## config.mk

```make
export PLATFORM = sky130hd
export DESIGN_NAME = hsfp_calc
export DESIGN_NICKNAME = d
export VERILOG_FILES = /design/src/design/hsfp_pkg.sv /design/src/design/hsfp_calc.sv
export SDC_FILE = /design/constraint.sdc
export NUM_CORES = 2
export LEC_CHECK = 0
export BUFFER_PORTS_ARGS = -buffer_cell sky130_fd_sc_hd__buf_2
export CAP_MARGIN = 20
export CORE_MARGIN = 1
export CORE_UTILIZATION = 58
export CTS_CLUSTER_DIAMETER = 60
export DETAILED_ROUTE_END_ITERATION = 12
export PLACE_DENSITY = 0.76
export SLEW_MARGIN = 10
export SYNTH_ARGS = -nofsm -noshare
export SYNTH_HDL_FRONTEND = slang
export SYNTH_SLANG_ARGS = --single-unit
```

## constraint.sdc

```tcl
create_clock -name clock -period 17.4 [get_ports clock]
set_clock_uncertainty 0.15 [all_clocks]
set_input_delay 2.61 -clock clock [delete_from_list [all_inputs] [get_ports clock]]
set_output_delay 2.61 -clock clock [all_outputs]
set_load 0.02 [all_outputs]
```

## src/design/hsfp_pkg.sv

```systemverilog
// Shared widths, reset values, register codes and types for the heat stencil block.
package hsfp_pkg;

   // payload and register widths
   localparam int TEMP_W     = 32;
   localparam int COEF_W     = 16;
   localparam int COLS_W     = 11;
   localparam int ROWS_W     = 16;
   localparam int CSR_IDX_W  = 2;
   localparam int CSR_DATA_W = 16;

   // Laplacian term, coefficient product and rounding accumulator widths
   localparam int LAP_W  = TEMP_W + 3;
   localparam int PROD_W = LAP_W + COEF_W + 1;
   localparam int ACC_W  = PROD_W + 2;

   // geometry defaults and limits
   localparam int HSFP_MAX_COLS = 1024;
   localparam logic [COLS_W-1:0] GRID_COLS_RST = COLS_W'(1024);
   localparam logic [ROWS_W-1:0] GRID_ROWS_RST = ROWS_W'(1024);
   localparam int MIN_DIM = 3;

   // register map
   typedef enum logic [CSR_IDX_W-1:0] {
      CSR_COEF_X    = 2'd0,
      CSR_COEF_Y    = 2'd1,
      CSR_GRID_COLS = 2'd2,
      CSR_GRID_ROWS = 2'd3
   } hsfp_csr_type;

   // per-beat raster flags
   typedef struct packed {
      logic produce;
      logic last;
   } hsfp_flags_type;

endpackage

```

## src/design/hsfp_calc.sv

```systemverilog
// Stencil arithmetic: Laplacian products, rounding, saturation and result register.
module hsfp_calc import hsfp_pkg::*; (
   input  logic                     clock,
   input  logic                     reset,
   input  logic                     in_valid,
   output logic                     in_ready,
   input  logic                     in_last,
   input  logic signed [TEMP_W-1:0] up,
   input  logic signed [TEMP_W-1:0] down,
   input  logic signed [TEMP_W-1:0] left,
   input  logic signed [TEMP_W-1:0] right,
   input  logic signed [TEMP_W-1:0] ctr,
   input  logic [COEF_W-1:0]        coef_x,
   input  logic [COEF_W-1:0]        coef_y,
   output logic                     out_valid,
   input  logic                     out_ready,
   output logic signed [TEMP_W-1:0] temp_out,
   output logic                     last_point
);

   logic signed [LAP_W-1:0]  lap_x, lap_y;
   logic signed [COEF_W:0]   cx_s, cy_s;
   logic signed [PROD_W-1:0] px_in, py_in;
   logic signed [PROD_W-1:0] px_ff, py_ff;
   logic signed [TEMP_W-1:0] ctr_ff;
   logic                     last_ff;
   logic                     s3_v_ff;

   logic signed [ACC_W-1:0]  acc;
   logic signed [ACC_W-17:0] rnd;
   logic signed [TEMP_W-1:0] sat_in;
   logic signed [TEMP_W-1:0] temp_ff;
   logic                     last_out_ff;
   logic                     out_v_ff;

   logic                     out_rdy;
   logic                     s3_rdy;

   assign out_rdy  = !out_v_ff || out_ready;
   assign s3_rdy   = !s3_v_ff || out_rdy;
   assign in_ready = s3_rdy;

   // exact Laplacian terms, then one multiply each by the Q0.16 coefficient
   always_comb begin
      lap_x = LAP_W'(up) + LAP_W'(down) - (LAP_W'(ctr) <<< 1);
      lap_y = LAP_W'(left) + LAP_W'(right) - (LAP_W'(ctr) <<< 1);
      cx_s  = $signed({1'b0, coef_x});
      cy_s  = $signed({1'b0, coef_y});
      px_in = lap_x * cx_s;
      py_in = lap_y * cy_s;
   end

   // centre (Q16.16) folded in at the 32-fraction-bit product scale plus half an output LSB, then floor shift
   always_comb begin
      acc = ACC_W'(px_ff) + ACC_W'(py_ff) + ACC_W'($signed({ctr_ff, 16'h8000}));
      rnd = acc[ACC_W-1:16];
      if (rnd > (ACC_W-16)'(32'sh7FFF_FFFF)) begin
         sat_in = 32'sh7FFF_FFFF;
      end else if (rnd < -(ACC_W-16)'(64'sh8000_0000)) begin
         sat_in = 32'sh8000_0000;
      end else begin
         sat_in = rnd[TEMP_W-1:0];
      end
   end

   // product stage
   always_ff @(posedge clock) begin
      if (reset) begin
         s3_v_ff <= 1'b0;
      end else if (s3_rdy) begin
         s3_v_ff <= in_valid;
      end
      if (s3_rdy && in_valid) begin
         px_ff   <= px_in;
         py_ff   <= py_in;
         ctr_ff  <= ctr;
         last_ff <= in_last;
      end
   end

   // result register
   always_ff @(posedge clock) begin
      if (reset) begin
         out_v_ff <= 1'b0;
      end else if (out_rdy) begin
         out_v_ff <= s3_v_ff;
      end
      if (out_rdy && s3_v_ff) begin
         temp_ff     <= sat_in;
         last_out_ff <= last_ff;
      end
   end

   assign out_valid  = out_v_ff;
   assign temp_out   = temp_ff;
   assign last_point = last_out_ff;

endmodule

```

==> impl_summary.log <==
INFO  metric finalWirelength = 152,000 um
INFO  metric floorplan.initialDensity = 58.8%
INFO  metric htree_num_levels = 4
INFO  metric via_count_of_the_first_global_routing_pass = 44,500
INFO  metric post_synth_instance_area = 54,200 um2
INFO  metric die_width = 308 um
INFO  metric syn2layout_area_growth = 5.39%
INFO  metric insertion_delay = 0.45 ns
INFO  metric synth_top_area_share = 41.4%
INFO  metric floorplan.io_pins = 232
INFO  metric gr-usage-met3 = 6.08%
INFO  metric dp.cells = 7,363
INFO  metric cell_type_of_the_slowest_stage_on_the_worst_timing_path = nor3_1
INFO  metric relSlewSlack = 22.7%
INFO  metric floorplan.die.height = 308 um
INFO  metric synth_async_sr_flop_share = 0%
INFO  metric drt-pass1-iter-count = 8
INFO  metric grt_util_all_layers = 33.2%
INFO  metric synth-seq-cells = 170
INFO  metric grt_most_used_layer = met2
INFO  metric finalCoreUtilization = 62.0%
INFO  metric remaining_antenna_violation_count_after_routing = 0
INFO  metric timing.critical_path.slowest_cell_delay = 0.59 ns
INFO  metric total_cts_buffers = 17
INFO  metric cp.buffers_inverters = 8
INFO  metric num_vias = 42,800
INFO  metric run_status = finished clean
INFO  metric route.detailed.vias_per_inst = 5.78
INFO  metric drv_cap = 0
INFO  metric hold_viol = 0
INFO  metric rows = 111
INFO  metric io_buffers = 231
INFO  metric synth_largest_area_cell = fa_1
INFO  metric finalCriticalPeriod = 13.24 ns
INFO  metric final-setup-viol-count = 0
INFO  metric timing.critical_path.fanout_max = 16
INFO  metric multi_input_combinational_cell_area = 42,400 um2
INFO  metric grt_first_pass_wirelength = 241,000 um
INFO  metric ys.flop_type = edfxtp_1
INFO  metric minimum_setup_slack_in_the_final_design = 4.16 ns
INFO  metric type_of_origin_of_the_critical_path = input port
INFO  metric yosysWarnings = 0
INFO  metric synth_area_leaders = fa_1, inv_1, edfxtp_1
INFO  metric critical_path.most_common_cell = fa_1
INFO  metric overflow = 0
INFO  metric max_clock_freq = 75.5 MHz
INFO  metric min_path_type = register to register
INFO  metric timing_worst_setup_path_type = input port to register
INFO  metric coreArea = 92,100 um2
INFO  metric finalNetCount = 7,831
INFO  metric place_congestion = 0.957
INFO  metric layout.filler_cells = 7,898
INFO  metric drc = 0
INFO  metric cts_hold_buf = 0
INFO  metric dp_worst_setup_slack = 4.06 ns
INFO  metric final.setup.tns = 0 ns
INFO  metric tritoncts = done
INFO  metric tritoncts_num_sinks = 170
INFO  metric netlist-cell-type-count = 85
INFO  metric yosysSeqAreaShare = 9.38%
INFO  metric drive_gt1_share = 6.58%
INFO  metric post-dp-hpwl = 119,000 um
INFO  metric synth_enable_flop_cells = 168
INFO  metric rsz0062_at_grt = no
INFO  metric syn_area_per_cell = 8.87 um2
INFO  metric seqCellArea = 5080 um2
INFO  metric clock_tree.buffer_depth = 2
INFO  metric endpoint_class_of_the_critical_path = register
INFO  metric cts.reportedPaths.clkPinSlew = 0.08 ns
INFO  metric synth_fp_nets = 7,801
INFO  metric drt-initial-drc-count = 3,963
INFO  metric clockRootBuffer = clkbuf_16
INFO  metric grtUsageMet1 = 44.9%
INFO  metric report.final.slew_viol_count = 0
INFO  metric non_filler_cells_in_the_finished_layout = 7,397
INFO  metric cp.arrival = 13.28 ns
INFO  metric global_route.usage.met2 = 52.8%
INFO  metric critPathRequiredTime = 17.44 ns
INFO  metric timing.final.crit_share = 76.1%
INFO  metric postCtsSetupRepairBufs = 0
INFO  metric final_routed_wire_length_divided_by_cell_count = 20.6 um
INFO  metric gate_family_responsible_for_the_most_delay_along_the_worst_path = adder cells
INFO  metric cts_resized = 0
INFO  metric max_slew.worst_pin.slew = 1.15 ns
INFO  metric dieArea = 94,600 um2
INFO  metric initial_antenna_violation_count = 4
INFO  metric synthesis.instances = 6,110
INFO  metric grt_start_max_net_pins = 87
metrics by stage:
step                instance area [um2]  hold WS, ns
floorplan                         54200        0.250
global placement                  56500        0.273
detailed placement                56500        0.256
CTS                               57100        0.290
global route                      57100        0.291
finish                            57100        0.288
layout by cell type (no fill, tap or decap), drive strengths merged, types with 10 or more instances in the layout:
| cell | netlist | final |
|---|---|---|
| buf | 29 | 314 |
| clkbuf | 274 | 18 |
| a211o | 11 | 11 |
| o41ai | 18 | 18 |
| o21a | 39 | 39 |
| o21ai | 117 | 117 |
| nand2b | 44 | 44 |
| o311a | 25 | 25 |
| ha | 373 | 373 |
| clkinv | 2 | 10 |
| o311ai | 14 | 14 |
| nor2 | 132 | 132 |
| o211ai | 29 | 29 |
| a311oi | 14 | 14 |
| nor4 | 19 | 19 |
| fa | 1121 | 1121 |
| nand4 | 61 | 61 |
| a21oi | 203 | 203 |
| and3 | 35 | 35 |
| nand2 | 766 | 766 |
| nor3 | 53 | 53 |
| xnor2 | 136 | 136 |
| or3 | 21 | 21 |
| and2 | 342 | 342 |
| inv | 1521 | 1527 |
| nor2b | 35 | 35 |
| maj3 | 12 | 12 |
| a31oi | 40 | 40 |
| a311o | 10 | 10 |
| a211oi | 14 | 14 |
| a21o | 135 | 135 |
| xor2 | 59 | 59 |
| edfxtp | 168 | 168 |
| nand3 | 101 | 101 |
| o21bai | 26 | 26 |
final cells by class:
cell class,instances,area share (%)
sequential,170,8.90
clock inverter,14,0.267
antenna,1,0.00438
tap,1243,2.72
inverter,1523,10.0
clock buffer,18,0.752
multi-input combinational,4114,74.2
timing repair buffer,314,3.14
worst paths after layout:
kind,from,end,slack [ns],cells after the start
worst max-delay path,left[13],py_ff[50],4.16,38
worst min register to register,last_ff,last_point,0.29,0
worst min-delay path,last_ff,last_point,0.29,0
worst max register to register,ctr_ff[3],temp_out[14],12.26,13
cells in the mapped netlist, types with 15 or more instances:
cell type	number
o21ai_0	97
fa_1	1121
or3_1	21
a21oi_1	201
nor2b_1	35
o21bai_1	25
nor3_1	53
nand3_1	100
inv_1	1521
nand2_1	766
o21a_1	39
o41ai_1	18
clkbuf_1	273
and3_1	35
buf_2	15
edfxtp_1	168
xnor2_1	136
ha_1	373
and2_1	342
o311a_1	25
a31oi_1	39
nor4_1	19
nand4_1	61
xor2_1	59
nor2_1	131
nand2b_1	44
o211ai_1	28
a21o_1	135
o21ai_1	19
flip-flops by register name, indices dropped and copies added (netlist names):
| register | flops |
|---|---|
| py_ff | 51 |
| last_ff | 1 |
| temp_out | 32 |
| ctr_ff | 32 |
| s3_v_ff | 1 |
| out_valid | 1 |
| px_ff | 51 |
| last_point | 1 |
routing by layer:
| metal | wire length, um | up-vias |
|---|---|---|
| met5 | 11 | - |
| met4 | 6790 | 2 |
| met3 | 14700 | 434 |
| met2 | 70200 | 2213 |
| met1 | 60400 | 21300 |
| li1 | - | 18800 |
cells by family after synthesis:
family                     synth area share, %
xor gates and xnor gates                  3.15
muxes                                    0.353
AOI/OAI and AO/OA                         9.70
adders and majority gates                 50.3
buffers and inverters                     12.8
DFF                                       9.38
and+or+nand+nor                           14.4
Power is left out: the tool's default activity adds up to more than one toggle a clock period on the data nets, which glitch-free logic cannot reach.
