`config.mk`:
```
export PLATFORM = sky130hd
export DESIGN_NAME = hsfp_raster
export DESIGN_NICKNAME = d
export VERILOG_FILES = /design/src/design/hsfp_pkg.sv /design/src/design/hsfp_raster.sv
export SDC_FILE = /design/constraint.sdc
export NUM_CORES = 1
export LEC_CHECK = 0
export BUFFER_PORTS_ARGS = -buffer_cell sky130_fd_sc_hd__buf_2
export CAP_MARGIN = 25
export CELL_PAD_IN_SITES_DETAIL_PLACEMENT = 1
export CELL_PAD_IN_SITES_GLOBAL_PLACEMENT = 2
export CORE_ASPECT_RATIO = 1.4
export CORE_MARGIN = 5
export CORE_UTILIZATION = 33
export DETAILED_ROUTE_END_ITERATION = 16
export HOLD_SLACK_MARGIN = 0.08
export PLACE_DENSITY_LB_ADDON = 0.1
export SETUP_SLACK_MARGIN = 0.1
export SYNTH_ARGS = -nofsm -noshare
export SYNTH_HDL_FRONTEND = slang
export SYNTH_SLANG_ARGS = --single-unit
export TNS_END_PERCENT = 5
```
`constraint.sdc`:
```
create_clock -name clock -period 3.9 [get_ports clock]
set_input_delay 0.585 -clock clock [delete_from_list [all_inputs] [get_ports clock]]
set_output_delay 0.585 -clock clock [all_outputs]
set_load 0.02 [all_outputs]
```
`src/design/hsfp_pkg.sv`:
```
// Shared widths, reset values, register codes and types for the heat stencil block.
package hsfp_pkg;

   // payload and register widths
   localparam int TEMP_W     = 32;
   localparam int COEF_W     = 16;
   localparam int COLS_W     = 11;
   localparam int ROWS_W     = 16;
   localparam int CSR_IDX_W  = 2;
   localparam int CSR_DATA_W = 16;

   // Laplacian term, coefficient product and rounding accumulator widths
   localparam int LAP_W  = TEMP_W + 3;
   localparam int PROD_W = LAP_W + COEF_W + 1;
   localparam int ACC_W  = PROD_W + 2;

   // geometry defaults and limits
   localparam int HSFP_MAX_COLS = 1024;
   localparam logic [COLS_W-1:0] GRID_COLS_RST = COLS_W'(1024);
   localparam logic [ROWS_W-1:0] GRID_ROWS_RST = ROWS_W'(1024);
   localparam int MIN_DIM = 3;

   // register map
   typedef enum logic [CSR_IDX_W-1:0] {
      CSR_COEF_X    = 2'd0,
      CSR_COEF_Y    = 2'd1,
      CSR_GRID_COLS = 2'd2,
      CSR_GRID_ROWS = 2'd3
   } hsfp_csr_type;

   // per-beat raster flags
   typedef struct packed {
      logic produce;
      logic last;
   } hsfp_flags_type;

endpackage

```
`src/design/hsfp_raster.sv`:
```
// Configuration registers and raster position tracking for the stencil.
module hsfp_raster import hsfp_pkg::*; #(
   parameter int MAX_COLS = HSFP_MAX_COLS
) (
   input  logic                        clock,
   input  logic                        reset,
   input  logic                        csr_wr_en,
   input  logic [CSR_IDX_W-1:0]        csr_index,
   input  logic [CSR_DATA_W-1:0]       csr_wdata,
   input  logic                        step,
   output logic [$clog2(MAX_COLS)-1:0] col,
   output hsfp_flags_type              flags,
   output logic [COEF_W-1:0]           coef_x,
   output logic [COEF_W-1:0]           coef_y
);

   localparam int CW = $clog2(MAX_COLS);

   logic [COEF_W-1:0] coef_x_ff, coef_x_in;
   logic [COEF_W-1:0] coef_y_ff, coef_y_in;
   logic [COLS_W-1:0] grid_cols_ff, grid_cols_in;
   logic [ROWS_W-1:0] grid_rows_ff, grid_rows_in;
   logic [CW-1:0]     col_ff, col_in;
   logic [ROWS_W-1:0] row_ff, row_in;

   logic [31:0]       cols_used;
   logic [CW-1:0]     cols_last;
   logic [ROWS_W-1:0] rows_last;
   logic              col_end;
   logic              row_end;

   // effective geometry: columns clamped to [3, MAX_COLS], rows to at least 3
   always_comb begin
      cols_used = {{(32-COLS_W){1'b0}}, grid_cols_ff};
      if (cols_used < 32'(MIN_DIM)) begin
         cols_used = 32'(MIN_DIM);
      end else if (cols_used > 32'(MAX_COLS)) begin
         cols_used = 32'(MAX_COLS);
      end
      cols_last = CW'(cols_used - 32'd1);
      if (grid_rows_ff < ROWS_W'(MIN_DIM)) begin
         rows_last = ROWS_W'(MIN_DIM - 1);
      end else begin
         rows_last = grid_rows_ff - ROWS_W'(1);
      end
   end

   assign col_end = (col_ff == cols_last);
   assign row_end = (row_ff == rows_last);

   // register writes and raster advance; a geometry write restarts the raster
   always_comb begin
      coef_x_in    = coef_x_ff;
      coef_y_in    = coef_y_ff;
      grid_cols_in = grid_cols_ff;
      grid_rows_in = grid_rows_ff;
      col_in       = col_ff;
      row_in       = row_ff;
      if (step) begin
         if (col_end) begin
            col_in = '0;
            row_in = row_end ? '0 : row_ff + ROWS_W'(1);
         end else begin
            col_in = col_ff + CW'(1);
         end
      end
      if (csr_wr_en) begin
         case (hsfp_csr_type'(csr_index))
            CSR_COEF_X: begin
               coef_x_in = csr_wdata[COEF_W-1:0];
            end
            CSR_COEF_Y: begin
               coef_y_in = csr_wdata[COEF_W-1:0];
            end
            CSR_GRID_COLS: begin
               grid_cols_in = csr_wdata[COLS_W-1:0];
               col_in       = '0;
               row_in       = '0;
            end
            CSR_GRID_ROWS: begin
               grid_rows_in = csr_wdata[ROWS_W-1:0];
               col_in       = '0;
               row_in       = '0;
            end
            default: begin
            end
         endcase
      end
   end

   always_ff @(posedge clock) begin
      if (reset) begin
         coef_x_ff    <= '0;
         coef_y_ff    <= '0;
         grid_cols_ff <= GRID_COLS_RST;
         grid_rows_ff <= GRID_ROWS_RST;
         col_ff       <= '0;
         row_ff       <= '0;
      end else begin
         coef_x_ff    <= coef_x_in;
         coef_y_ff    <= coef_y_in;
         grid_cols_ff <= grid_cols_in;
         grid_rows_ff <= grid_rows_in;
         col_ff       <= col_in;
         row_ff       <= row_in;
      end
   end

   // interior points only; last marks the final interior point of the grid
   assign col           = col_ff;
   assign flags.produce = (row_ff >= ROWS_W'(2)) && (col_ff >= CW'(2));
   assign flags.last    = row_end && col_end;
   assign coef_x        = coef_x_ff;
   assign coef_y        = coef_y_ff;

   // raster position never runs past the effective geometry
   a_pos_in_range: assert property (@(posedge clock) disable iff (reset)
      (col_ff <= cols_last) && (row_ff <= rows_last))
      else $error("raster position beyond grid");

endmodule

```
==> impl_summary.md, run 1 <==
Status
The run finished with clean final reports.

Critical path
The nature of the critical path endpoint is a primary output. The startpoint identified for the worst register-to-register timing path is grid_cols_ff[2]$_SDFFE_PP0P_. The worst setup path is launched from a flop.

The worst register-to-register path has a setup slack of 550 ps. For the worst flop-to-flop path, the logic depth is 11. The critical path ends at flags[0].

The highest net fanout along the worst path is 8. The capture instance of the worst register-to-register path is row_ff[12]$_SDFF_PP0_. In this run the worst setup path begins at grid_cols_ff[2]$_SDFFE_PP0P_. The critical path is of the reg -> out type. The required time of the worst setup path is 3310 ps.

The arrival time reported for the critical path endpoint is 3050 ps.

Power and ir drop
For this design the total switching power over the nets is 589 uW. The power density over the cells is 382 mW/mm2. The part of the power in the clock network is 43.7%. Summing internal, switching and leakage power gives 2110 uW. The worst ir drop on vdd is 198 uV. The part of the power in registers is 43.2%. The share of total power consumed by net switching is 27.9%. Per report_power, the combinational group accounts for 13.1% of the total. In this run the static leakage power is 0.00220 uW. The internal power contribution is 1520 uW.

Run
Max-cap violations in this run came to 0.

Timing
The transition time of the tightest slew-check pin is 739 ps. Static timing analysis puts the maximum clock frequency at 275 MHz. The post-route clock skew is 7.46 ps. After routing, the total negative slack on setup checks comes to 0 ps. The final setup slack of the worst path is 269 ps. Setup repair after global routing left no endpoint under its margin.

The number of max-slew violations in the final report is 0. Setup violations remaining at the end of the flow were counted as 0. After layout, the minimum clock period comes to 3630 ps. The hold violation count in the final report was 0. The share of the clock period used by the worst path after layout is 93.1%. In this run the tightest slew margin relative to its limit is 50.6%.

Drt
In the final routed layout, each cell accounts on average for 17.9 um. The mean number of vias per cell is 5.33. The detail route stage leaves a number of antenna-violating nets equal to 0.

The first-pass iteration count of the detailed router is 4. After detailed routing, the number of remaining DRC violations is 0. The final layout contains routed wiring with a total length of 15100 um. The count of vias placed by the detailed router is 4490. The number of design-rule violations left by the first detailed-router iteration is 130.

Die
The floorplan has 51 rows. The number of top-level pins is 66. The effective utilization at floorplan is 33.4%. In this run the vertical extent of the chip is 150 um. The width of the die is 110 um. The die area is 0.0165 mm2.

The floorplan core area is 0.0138 mm2.

Global route
The first global-routing pass estimated 24700 um of wire. The total overflow left after global routing is 0. The initial antenna violation count is 0. The via count of the first global-routing pass is 4774.

The aggregate global-route resource usage is 19.2%. Entering global routing, the biggest net connects 57 pins.

Synth
Synthesis produced 603 cells. The share of Yosys cell area claimed by the top area cell type is 36.8%. The netlist uses 61 different library cells. The number of enable flip-flop cells after synthesis is 0. The synthesized netlist net count is 632. In this run the cell area of the synthesized design comes to 0.00462 mm2. Counting flops and latches in the post-synthesis netlist gives 85. Yosys attributes the largest share of cell area to dfxtp_1 37%, nand2_1 11%, a21oi_1 7.7%, xor2_1 4.2%, clkbuf_1 2.9%. A synthesized cell averages 7.66 um2. The share of the yosys chip area belonging to registers is 36.8%. The most used flip-flop cell after synthesis is dfxtp_1. For this run, the number of Yosys warnings is 0. After synthesis, the share of flip-flops with an asynchronous set or reset is 0%. The biggest area consumer among synthesized cells is dfxtp_1.

Clock tree
The TritonCTS clock tree is built. At the later pin of the worst-skew pair, clock insertion delay measures 340 ps. After clock tree synthesis, the clock-pin slew on the worst setup and hold paths is 70 ps.

In this run the number of H-tree levels came out at 3. The sink count of the clock tree is 85. The tree is rooted in a clkbuf_16.

The number of buffers on the longest clock path is 2. Clock tree synthesis inserted a total of 9 buffers.

Min path
The path class of the tightest hold or removal check is reg -> reg. The worst hold path begins at coef_y[0]$_SDFFE_PP0P_.

Place
At the placement stage, the worst setup path has a slack of 93.2 ps. Routability-driven placement finished with a final weighted congestion of 0.813. After legalization and detailed placement, the total HPWL measured 11200 um. The count of buffers added on input and output ports is 65. The instance count after placement with tap cells included is 825. In this run the cell area measured after placement is 0.00510 mm2.

Layout
Leaving out fill and tap cells, the most frequent cells in the layout are 131 x nand2_1, 79 x dfxtp_1, 71 x a21oi_1, 64 x buf_2, 30 x nor2_1. The sequential cells in the finished layout cover a total of 0.00172 mm2. In the final layout, the multi-input gates occupy 0.00280 mm2. Leaving out fill and tap cells, the most frequent cell in the layout is nand2_1. The signed area change from the synthesized netlist to the final layout is 19.9%.

Excluding fillers, the count of instances in the completed layout stands at 843. The diode insertion count for antenna repair is 0. The count of nets after finishing is 682. After filler insertion, the fill cell instance count of the layout stands at 1734. In the final layout, the share of cells above drive strength 1 is 19.3%. The post-route cell area is 0.00554 mm2.
==> Yosys cell counts (2+ instances only) <==
cell type,count
a2111oi_0,2
a211oi_1,3
a21boi_0,4
a21o_1,3
a21oi_1,71
a22oi_1,2
a31oi_1,6
and2_1,5
and3_1,16
and3b_1,2
and4_1,4
buf_6,2
clkbuf_1,36
dfxtp_1,85
ha_1,7
inv_1,8
mux2i_1,8
nand2_1,132
nand3_1,17
nand3b_1,3
nand4_1,17
nor2_1,31
nor2b_1,3
nor3_1,19
nor3b_1,7
nor4_1,9
nor4_2,2
nor4b_1,2
o21ai_0,13
o31ai_1,6
or2_2,3
or3_1,5
or3b_2,3
or4_1,6
xnor2_1,14
xor2_1,22
==> worst max-delay path: stages, from the launching register on <==
cell	delay, ps
dfxtp_1	330
buf_4	170
or3_4	420
o41a_1	430
or4_1	490
a22oi_1	200
and4_4	250
nand2_2	80
nor3_2	170
buf_4	160
==> cell type report <==
cell class                      instances  area share [%]
Clock buffer                           10            4.32
Timing Repair Buffer                   79            7.89
Clock inverter                          6            1.42
Sequential cell                        85            31.1
Multi-Input combinational cell        470            50.5
Inverter                                8           0.542
Tap cell                              185            4.18
==> cell families (layout without fill, tap and decap cells) <==
group / count (synthesis) / count (layout) / share of synthesized area, %
xor gates and xnor gates: 36 / 36 / 6.83
adders and majority gates: 7 / 7 / 1.90
DFF: 85 / 85 / 36.8
muxes: 9 / 9 / 1.98
and+or+nand+nor: 292 / 292 / 31.7
AOI/OAI and AO/OA: 126 / 126 / 16.4
buffers and inverters: 48 / 103 / 4.33
==> stage by stage <==
stage | util (%) | hold WS, ps
finish | 40.0 | 452
global route | 40.0 | 477
CTS | 39.4 | 455
detailed placement | 36.9 | 445
global placement | 36.9 | 439
floorplan | - | 449
==> worst min path at each step <==
| stage | to | slack [ps] | depth (start not counted) |
|---|---|---|---|
| after floorplan | grid_cols_ff[9]$_SDFFE_PP0P_ | 450 | 2 |
| after global placement | coef_y[7]$_SDFFE_PP0P_ | 440 | 2 |
| after detailed placement | coef_y[0]$_SDFFE_PP0P_ | 440 | 2 |
| after CTS | coef_y[0]$_SDFFE_PP0P_ | 450 | 2 |
| after global routing | coef_y[0]$_SDFFE_PP0P_ | 480 | 2 |
| final | coef_y[0]$_SDFFE_PP0P_ | 450 | 2 |
==> power groups by stage <==
stage	logic (uW)	clock network, uW	registers [uW]
2_1_floorplan	163	0	941
3_3_place_gp	262	0	933
3_5_place_dp	268	0	934
4_1_cts	272	952	915
5_1_grt	306	992	917
6_report	276	923	913
==> layer usage <==
layer / vias up / track usage [%] / part of all wire [%]
li1: 2233 / - / -
met1: 2163 / 22.9 / 43
met2: 78 / 33.7 / 52
met5: - / 0 / 0
met4: 0 / 6.36 / 1.5
met3: 16 / 3.88 / 4.1
==> repair_timing <==
item	CTS	global route
endpoints found under the setup margin	12	1
pin swaps	2	7
setup buffers	1	0
cloned	0	0
hold buffers	0	0
resized for setup	10	18
==> state kept, by name, summed over array words and instances (netlist names) <==
name,cells
coef_x,16
grid_cols_ff,11
grid_rows_ff,16
coef_y,16
col,10
row_ff,16
Note: power is estimated with default switching activity, not from simulation.
==> run 2: changes to the inputs <==
--- a/config.mk
+++ b/config.mk
@@ -10,7 +10,7 @@
 export CELL_PAD_IN_SITES_DETAIL_PLACEMENT = 1
 export CELL_PAD_IN_SITES_GLOBAL_PLACEMENT = 2
 export CORE_ASPECT_RATIO = 1.4
-export CORE_MARGIN = 5
+export CORE_MARGIN = 4
 export CORE_UTILIZATION = 33
 export DETAILED_ROUTE_END_ITERATION = 16
 export HOLD_SLACK_MARGIN = 0.08
@@ -19,4 +19,4 @@
 export SYNTH_ARGS = -nofsm -noshare
 export SYNTH_HDL_FRONTEND = slang
 export SYNTH_SLANG_ARGS = --single-unit
-export TNS_END_PERCENT = 5
+export TNS_END_PERCENT = 50
==> run 2 against run 1 <==
Against the previous run:
- fmax grew 0.23%
- combinational power is essentially flat
- routed wire length is 2.6% lower
- sequential power barely moved
- clock power fell by 4.3%
- core utilization increased by 0.49 points
- via count up 1.1%
- power is 1.9% lower
- non-clock buffer count down 1
- clock-buffer cell count decreased by 1
- sequential share of layout area about the same
==> impl_summary.md, run 2 (synthesized netlist as in run 1, its figures left out) <==
Die
The initial utilization of the core area, before any placement, comes to 34.0%. The die height is 148 um. The die covers 0.0160 mm2.

In this run the core area contains 50 standard-cell rows. The floorplan core area is 0.0136 mm2. The number of top-level pins is 66. Measured along the x axis, the die boundary spans 108 um.

Timing
Setup violations remaining at the end of the flow were counted as 0. The hold violation count in the final report is 0. Measured against its own limit, the worst slew margin works out to 50.6%. For the pin with the worst max-slew slack, the measured transition is 738 ps. Setup repair after global routing left no endpoint under its margin.

The share of the clock period used by the worst path after layout is 92.9%. In the final timing run, aggregate negative setup slack is 0 ps. Counting I/O delays and the setup requirement, the final critical path takes 3620 ps. The number of max-slew violations in the final report came to 0. Clock skew on the completed layout was measured at 13.3 ps.

Static timing analysis puts the maximum clock frequency at 276 MHz.

Layout
The signed area change from the synthesized netlist to the final layout is 18.9%. The number of filler cells placed in the layout is 1725. The count of placed standard cells in the final layout, fillers left out is 838.

The leading cell type in the layout, fill and taps excluded is nand2_1. The diode insertion count for antenna repair is 0. Leaving out fill and tap cells, the most frequent cells in the layout are 131 x nand2_1, 79 x dfxtp_1, 71 x a21oi_1, 64 x buf_2, 31 x nor2_1. The post-route cell area is 0.00549 mm2. Across the whole layout, storage elements account for 0.00171 mm2. Of the cells placed in the final design, the portion with a size suffix greater than 1 is 19.4%. The core occupancy in the finished layout is 40.5%.

The area of the multi-input gates is 0.00280 mm2. In the final design database the tool counted 681 nets.

Critical path
The start of the worst register-to-register path is grid_cols_ff[2]$_SDFFE_PP0P_. The worst setup path is of the reg -> out kind. The required time of the worst setup path is 3310 ps.

The capture instance of the worst register-to-register path is row_ff[11]$_SDFF_PP0_. STA classifies the critical path endpoint as a primary output. The minimum setup slack among reg-to-reg paths is 580 ps.

Data arrives at the worst endpoint at 3040 ps. The highest net fanout along the worst path is 8. The worst-case reg-to-reg path depth is 11.

The first element of the critical path is grid_cols_ff[2]$_SDFFE_PP0P_. The worst setup path endpoint is flags[0]. STA classifies the critical path startpoint as a flop.

Power and ir drop
The internal portion of the total power is 1500 uW. The clock network is responsible for 42.6% of the overall power. The design draws 2070 uW. Power spread over the standard cell area amounts to 377 mW/mm2. The cell leakage power is 0.00218 uW. The combinational cell fraction of total power is 13.2%.

The part of the power in registers is 44.2%. Across the VDD grid, the largest voltage drop is 197 uV. Of the total power, the share spent switching nets is 27.8%.

The reported net switching power is 576 uW.

Clock tree
The clock root buffer is clkbuf_16. For this design, the CTS-stage hold fixing added 0 buffers. The number of setup buffers added after CTS is 0.

The sink count of the clock tree is 85. The level count of the clock H-tree is 3. After clock tree synthesis, the clock-pin slew on the worst setup and hold paths is 70 ps. The number of buffers on the longest clock path is 2. The TritonCTS clock tree is built. Counting the buffers created by CTS gives 9. Clock latency on the worst-skew pair, taken at its later pin, is 340 ps.

Drt
The pre-antenna-repair detailed-routing pass consisted of 4 iterations. After detailed routing, the total wire length is 14700 um. The first routing iteration left 139 violations. The count of antenna-violating nets left after detailed routing is 0. The mean number of vias per cell is 5.42. The average wire per standard cell is 17.5 um. The post-detailed-route DRC marker count is 0. For this block, the via count after detailed routing is 4540.

Min path
The tightest min-delay check is of the reg -> reg type. The worst hold path depth is 2.

Global route
The global-route wire length before repair is 24300 um. The initial antenna violation count came to 0. The maximum number of pins on one net before global-route repair is 32. The via count of the first global-routing pass is 4723. Global routing used 19.0% of the available tracks.

The final global-route overflow total is 0.

Place
The placed instance area is 0.00510 mm2. During placement, the flow inserted port buffers numbering 65. The instance count after placement with tap cells included is 822. Summed over all nets, the half-perimeter wirelength after detailed placement is 10900 um.

The final RePlAce weighted congestion is 0.835.

Status
The run finished with clean final reports.

Run
The max-capacitance violation count is 0.
-- run 2: layer usage --
| metal | up-vias | track usage, % | routed length, um |
|---|---|---|---|
| met3 | 20 | 3.58 | 475 |
| met2 | 75 | 32.8 | 7240 |
| li1 | 2226 | - | - |
| met1 | 2219 | 23.2 | 6630 |
| met4 | 0 | 6.82 | 313 |
| met5 | - | 0 | 0 |
-- run 2: worst max-delay path: stages, from the launching register on --
cell and delay, ps:
dfxtp_1 330, buf_4 170, or3_4 420, o41a_1 410, or4_1 480, a22oi_1 210
and4_4 250, nand2_2 80, nor3_2 180, buf_4 170
-- run 2: cell type report --
class	count	area share, %
Sequential cell	85	31.1
Multi-Input combinational cell	470	51.0
Clock inverter	6	1.30
Clock buffer	9	4.10
Inverter	8	0.547
Tap cell	182	4.15
Timing Repair Buffer	78	7.81
-- run 2: metrics by stage --
stage          hold WS, ps  worst slack [ps]
4_1_cts                458               111
6_report               456               277
3_5_place_dp           449               161
3_3_place_gp           440               212
2_1_floorplan          449               247
5_1_grt                473              92.6
-- run 2: timing repair --
action,CTS,global route
pin swaps,0,8
cloned,0,0
resized for setup,9,15
setup endpoints to repair,1,12
-- run 2: worst min-delay path by stage --
| stage | endpoint | slack, ps | from |
|---|---|---|---|
| after floorplan | grid_cols_ff[9]$_SDFFE_PP0P_ | 450 | grid_cols_ff[9]$_SDFFE_PP0P_ |
| after global placement | coef_x[7]$_SDFFE_PP0P_ | 440 | coef_x[7]$_SDFFE_PP0P_ |
| after detailed placement | coef_y[0]$_SDFFE_PP0P_ | 450 | coef_y[0]$_SDFFE_PP0P_ |
| after CTS | coef_y[0]$_SDFFE_PP0P_ | 460 | coef_y[0]$_SDFFE_PP0P_ |
| after global routing | coef_y[8]$_SDFFE_PP0P_ | 470 | coef_y[8]$_SDFFE_PP0P_ |
| final | coef_y[0]$_SDFFE_PP0P_ | 460 | coef_y[0]$_SDFFE_PP0P_ |
-- run 2: power groups by stage --
stage	Sequential, uW	Combinational, uW	Clock (uW)
floorplan	941	163	0
global placement	933	260	0
detailed placement	934	265	0
CTS	915	269	908
global route	919	304	947
finish	915	274	883
